`src/rtl/wsa_pkg.sv`:
```
// Shared types and codes for the weighted sparse aggregation core.
package wsa_pkg;

    // Input action codes.
    localparam logic [2:0] ACT_FEATURE  = 3'd0;
    localparam logic [2:0] ACT_WEIGHT   = 3'd1;
    localparam logic [2:0] ACT_BIAS     = 3'd2;
    localparam logic [2:0] ACT_ROW      = 3'd3;
    localparam logic [2:0] ACT_NEIGHBOR = 3'd4;
    localparam logic [2:0] ACT_COMPUTE  = 3'd5;

    // Controller states.
    typedef enum logic [3:0] {
        S_IDLE,
        S_RS0,
        S_RS1,
        S_CHK,
        S_NB,
        S_OP,
        S_MUL,
        S_ACC,
        S_BIAS,
        S_OUT
    } t_state;

    // Commands from controller to datapath.
    typedef struct packed {
        logic idle;
        logic capture;
        logic rd_row_lo;
        logic rd_row_hi;
        logic nb_rd;
        logic op_rd;
        logic mul;
        logic acc;
        logic bias_add;
        logic out;
    } t_dp_cmd;

    // Status from datapath to controller.
    typedef struct packed {
        logic req_ok;
        logic more;
        logic use_bias;
    } t_dp_stat;

endpackage

```
`src/rtl/wsa_ctrl.sv`:
```
// Sequencing state machine for the weighted sparse aggregation core.
module wsa_ctrl
    import wsa_pkg::*;
(
    input  logic     i_clk,
    input  logic     i_rst_n,
    input  logic     i_start,
    input  t_dp_stat i_stat,
    output t_dp_cmd  o_cmd,
    output logic     o_busy
);

    t_state r_state;
    t_state n_state;

    // State register.
    always_ff @(posedge i_clk) begin
        if (!i_rst_n) begin
            r_state <= S_IDLE;
        end else begin
            r_state <= n_state;
        end
    end

    // Next state.
    always_comb begin
        n_state = r_state;
        unique case (r_state)
            S_IDLE: begin
                if (i_start && i_stat.req_ok) n_state = S_RS0;
            end
            S_RS0: n_state = S_RS1;
            S_RS1: n_state = S_CHK;
            S_CHK: begin
                if (i_stat.more)          n_state = S_NB;
                else if (i_stat.use_bias) n_state = S_BIAS;
                else                      n_state = S_OUT;
            end
            S_NB:   n_state = S_OP;
            S_OP:   n_state = S_MUL;
            S_MUL:  n_state = S_ACC;
            S_ACC:  n_state = S_CHK;
            S_BIAS: n_state = S_OUT;
            S_OUT:  n_state = S_IDLE;
            default: n_state = S_IDLE;
        endcase
    end

    // Command decode.
    always_comb begin
        o_cmd           = '0;
        o_cmd.idle      = (r_state == S_IDLE);
        o_cmd.capture   = (r_state == S_IDLE) && i_start;
        o_cmd.rd_row_lo = (r_state == S_RS0);
        o_cmd.rd_row_hi = (r_state == S_RS1);
        o_cmd.nb_rd     = (r_state == S_NB);
        o_cmd.op_rd     = (r_state == S_OP);
        o_cmd.mul       = (r_state == S_MUL);
        o_cmd.acc       = (r_state == S_ACC);
        o_cmd.bias_add  = (r_state == S_BIAS);
        o_cmd.out       = (r_state == S_OUT);
        o_busy          = (r_state != S_IDLE);
    end

`ifndef ASSERT_OFF
    // A result strobe lasts one cycle and then the block is free.
    a_out_one: assert property (@(posedge i_clk) disable iff (!i_rst_n)
        (r_state == S_OUT) |=> (r_state == S_IDLE))
        else $error("result strobe longer than one cycle");
    // Work starts only from an accepted valid compute request.
    a_start: assert property (@(posedge i_clk) disable iff (!i_rst_n)
        (r_state == S_RS0) |-> $past(i_start && i_stat.req_ok))
        else $error("compute started without request");
    // The bias stage is entered only when bias is enabled.
    a_bias: assert property (@(posedge i_clk) disable iff (!i_rst_n)
        (r_state == S_BIAS) |-> $past(i_stat.use_bias))
        else $error("bias stage without bias enabled");
`endif

endmodule

```
`config.mk`:
```
export PLATFORM = sky130hd
export DESIGN_NAME = wsa_ctrl
export DESIGN_NICKNAME = d
export VERILOG_FILES = /design/src/rtl/wsa_pkg.sv /design/src/rtl/wsa_ctrl.sv
export SDC_FILE = /design/constraint.sdc
export NUM_CORES = 1
export LEC_CHECK = 0
export BUFFER_PORTS_ARGS = -buffer_cell sky130_fd_sc_hd__buf_4
export CORE_AREA = 2 2 39 41
export CTS_BUF_LIST = sky130_fd_sc_hd__clkbuf_8
export CTS_CLUSTER_SIZE = 20
export DETAILED_ROUTE_END_ITERATION = 10
export DIE_AREA = 0 0 41 43
export HOLD_SLACK_MARGIN = 0.1
export PLACE_DENSITY = 0.52
export SETUP_SLACK_MARGIN = 0.5
export SLEW_MARGIN = 20
export SYNTH_ARGS = -nofsm -noshare
export SYNTH_HDL_FRONTEND = slang
export SYNTH_SLANG_ARGS = --single-unit
export TNS_END_PERCENT = 10
```
`constraint.sdc`:
```
create_clock -name i_clk -period 1.4 [get_ports i_clk]
set_input_delay 0.21 -clock i_clk [delete_from_list [all_inputs] [get_ports i_clk]]
set_output_delay 0.21 -clock i_clk [all_outputs]
set_load 0.1 [all_outputs]
```
==> results_dict.tcl <==
set metrics [dict create \
    power_density_nw_per_um2 1322 \
    worstHoldEndpoint "r_state[0]" \
    path_clk_slew_ns 0.03 \
    routed_wl_um 790 \
    cts_made_buffers 3 \
    crit_path_end_kind "primary output" \
    drive_gt1_share_pct 73.33 \
    crit_path_cell_trace "or4_4 > inv_12 > and2_4 > buf_12" \
    period_share_pct 120.8 \
    slowest_delay_ns 0.59 \
    largest_reg_flops 4 \
    grt_max_degree 14 \
    cpMaxStageDelayCell "or4_4" \
    antenna_found_initial 0 \
    hold_start "i_rst_n" \
    ff2ff_path_depth 4 \
    leakage_uw 0.0002637 \
    outcome "finished, violations left" \
    clkLatencyLatePin_ns 0.21 \
    timing.rr.end "r_state[0]" \
    tns_ns -1.233 \
    io_pins 17 \
    clock_path_buffers 2 \
    finClkSkew_ns 0.001315 \
    synth_top_area_share_pct 28.07 \
    rsz0062_at_grt "true" \
    syn_area_per_cell_um2 7.132 \
    synth_warnings 0 \
    diodes 0 \
    layout_setup_ws_ns -0.2907 \
    required_ns 1.19 \
    slew-limit-headroom_pct 81.48 \
    finalInstanceArea_um2 730.7 \
    netlist_area_um2 285.3 \
    grt_pass1_wl_um 1242 \
    dieHeight_um 43 \
    synth_cell_types 17 \
    netlist_top_cells_area "dfxtp_1 28%, nor3b_1 7.9%, buf_2 7.0%" \
    drc_errors 0 \
    arrival_ns 1.48 \
    fin_nets 68 \
    core_area_um2 1384 \
    ant_nets 0 \
    tritoncts "yes" \
    crit_fanout 2 \
    vias 354 \
    fmax_mhz 591.5 \
    tightest_slew_ns 0.2801 \
    grt_overflow 0 \
    gp_congestion 0.6894 \
    yosys_register_bits 4 \
    postLayoutCoreUtil_pct 52.80 \
    setup_viol 9 \
    post_dp_cell_area_um2 543.0 \
    period_needed_ns 1.691 \
    final_max_slew_viol_count 0 \
    cap_violations 0 \
    syn_nets 46 \
    synth_top_cell_by_area "dfxtp_1" \
    areaGrowthSynthToFinish_pct 156.1 \
    reg_top3 "r_state (4)" \
    hpwl_um 566.4 \
    violations "negative setup slack" \
    syn_inst 40 \
    reg2reg_from "r_state[3]" \
    initial_core_util_pct 20.61 \
    clock_sinks 4 \
    top_register "r_state" \
    hold_viol 0 \
    drt_iter0_markers 3 \
    whs_path_depth 3 \
    grt_pass1_vias 310 \
    postCtsHoldBufs 0 \
    reg2reg_setup_slack_ns 0.05 \
    dr.pass1.iters 2 \
    htreeDepth 1 \
    die_area_um2 1763 \
    critPathLaunchType "flip-flop" \
    row_count 14 \
    critical_path_class "reg2out" \
    cts_root_buf "clkbuf_8" \
    peakVddDrop_mv 0.5177 \
    portBuffers 16 \
    post_drt_wl_per_cell_um 10.39 \
    fp.dieW_um 41 \
    ys_seq_area_share_pct 28.07 \
    grt_use_total_pct 10.75 \
    viasPerCell 4.658 \
    timing.hold.worst.class "in2reg" \
]
[layout make-up]
class,instances,area (µm²)
timing repair buffer,21,280.3
multi-input combinational,31,287.8
clock buffer,3,41.29
tap,16,20.02
fill,122,653.1
sequential,4,85.08
inverter,1,16.27
[cells in the mapped netlist, drive strengths merged]
master  n
nand2b  3
nor3    4
nand4b  1
nor3b   3
dfxtp   4
nor4bb  1
or4     1
nor2    5
inv     1
a211oi  1
nand2   4
o21ai   2
buf     4
nor4b   2
and2    1
a21oi   3
[layer usage]
layer	track usage, %	share of wire, %	routed length, µm
met5	0	0	0
met2	15.63	51	404
met1	12.58	45	352
met4	8.000	0	0
met3	3.141	4.2	33
[cell families after synthesis]
family,after synthesis,share of synthesized area (%)
and+or+nand+nor,25,52.20
AOI/OAI and AO/OA,6,11.40
buffers and inverters,5,8.332
DFF,4,28.07
[how the worst max path moves through the flow]
stage	from	to	slack, ns	depth (start not counted)
after floorplan	r_state[3]	o_cmd[8]	-0.41	3
after CTS	r_state[3]	o_cmd[8]	-0.29	4
after global routing	r_state[3]	o_cmd[8]	-0.31	4
final	r_state[3]	o_cmd[8]	-0.29	4
after detailed placement	r_state[3]	o_cmd[8]	-0.16	4
after global placement	r_state[3]	o_cmd[8]	-0.15	4
[worst max-delay path, delay by kind of cell (launching register included)]
family | cells | cell delay [ns]
buf+inv | 2 | 0.23
flops | 1 | 0.30
simple gates | 2 | 0.73
[where the power goes]
part           total (µW)  internal, µW  switching (µW)
logic                 591           210             381
registers             137           128            8.81
clock network         238           183            55.3
[cells in the final DEF (no fill, tap or decap)]
| cell type | Yosys | routed |
|---|---|---|
| nand2b_4 | 0 | 1 |
| nand2b_1 | 3 | 1 |
| nand2b_2 | 0 | 1 |
| buf_12 | 0 | 8 |
| nor2_1 | 5 | 3 |
| inv_12 | 0 | 1 |
| nor3_4 | 0 | 3 |
| nor4b_4 | 0 | 2 |
| buf_8 | 0 | 1 |
| nor3b_1 | 3 | 3 |
| nand2_1 | 4 | 3 |
| a211oi_1 | 1 | 1 |
| or4_4 | 1 | 1 |
| nor4bb_4 | 0 | 1 |
| a21oi_1 | 3 | 1 |
| o21ai_1 | 1 | 1 |
| a21oi_2 | 0 | 2 |
| buf_6 | 0 | 4 |
| nor3_1 | 4 | 1 |
| nand4b_1 | 1 | 1 |
| dfxtp_2 | 0 | 4 |
| nor2_2 | 0 | 2 |
| and2_4 | 0 | 1 |
| buf_4 | 0 | 8 |
| o21ai_0 | 1 | 1 |
| nand2_2 | 0 | 1 |
| clkbuf_8 | 0 | 3 |
[through the flow]
stage                     setup slack, ns  hold slack [ns]  instances  total power, µW
after detailed placement          -0.1595           0.4807         73            631.5
after global placement            -0.1510           0.4837         73            632.8
after global routing              -0.3144           0.2653         76             1001
after CTS                         -0.2946           0.2504         76            966.6
after floorplan                   -0.4140           0.3363         40            550.8
final                             -0.2907           0.2491         76            966.2
[what timing repair did]
| item | CTS | global route |
|---|---|---|
| pin swaps | 2 | 2 |
| buffers inserted | 0 | 0 |
| setup endpoints to repair | 14 | 15 |
| hold endpoints to repair | 0 | 0 |
| resized for setup | 35 | 3 |
No activity file was read; power rests on OpenSTA's default activity.
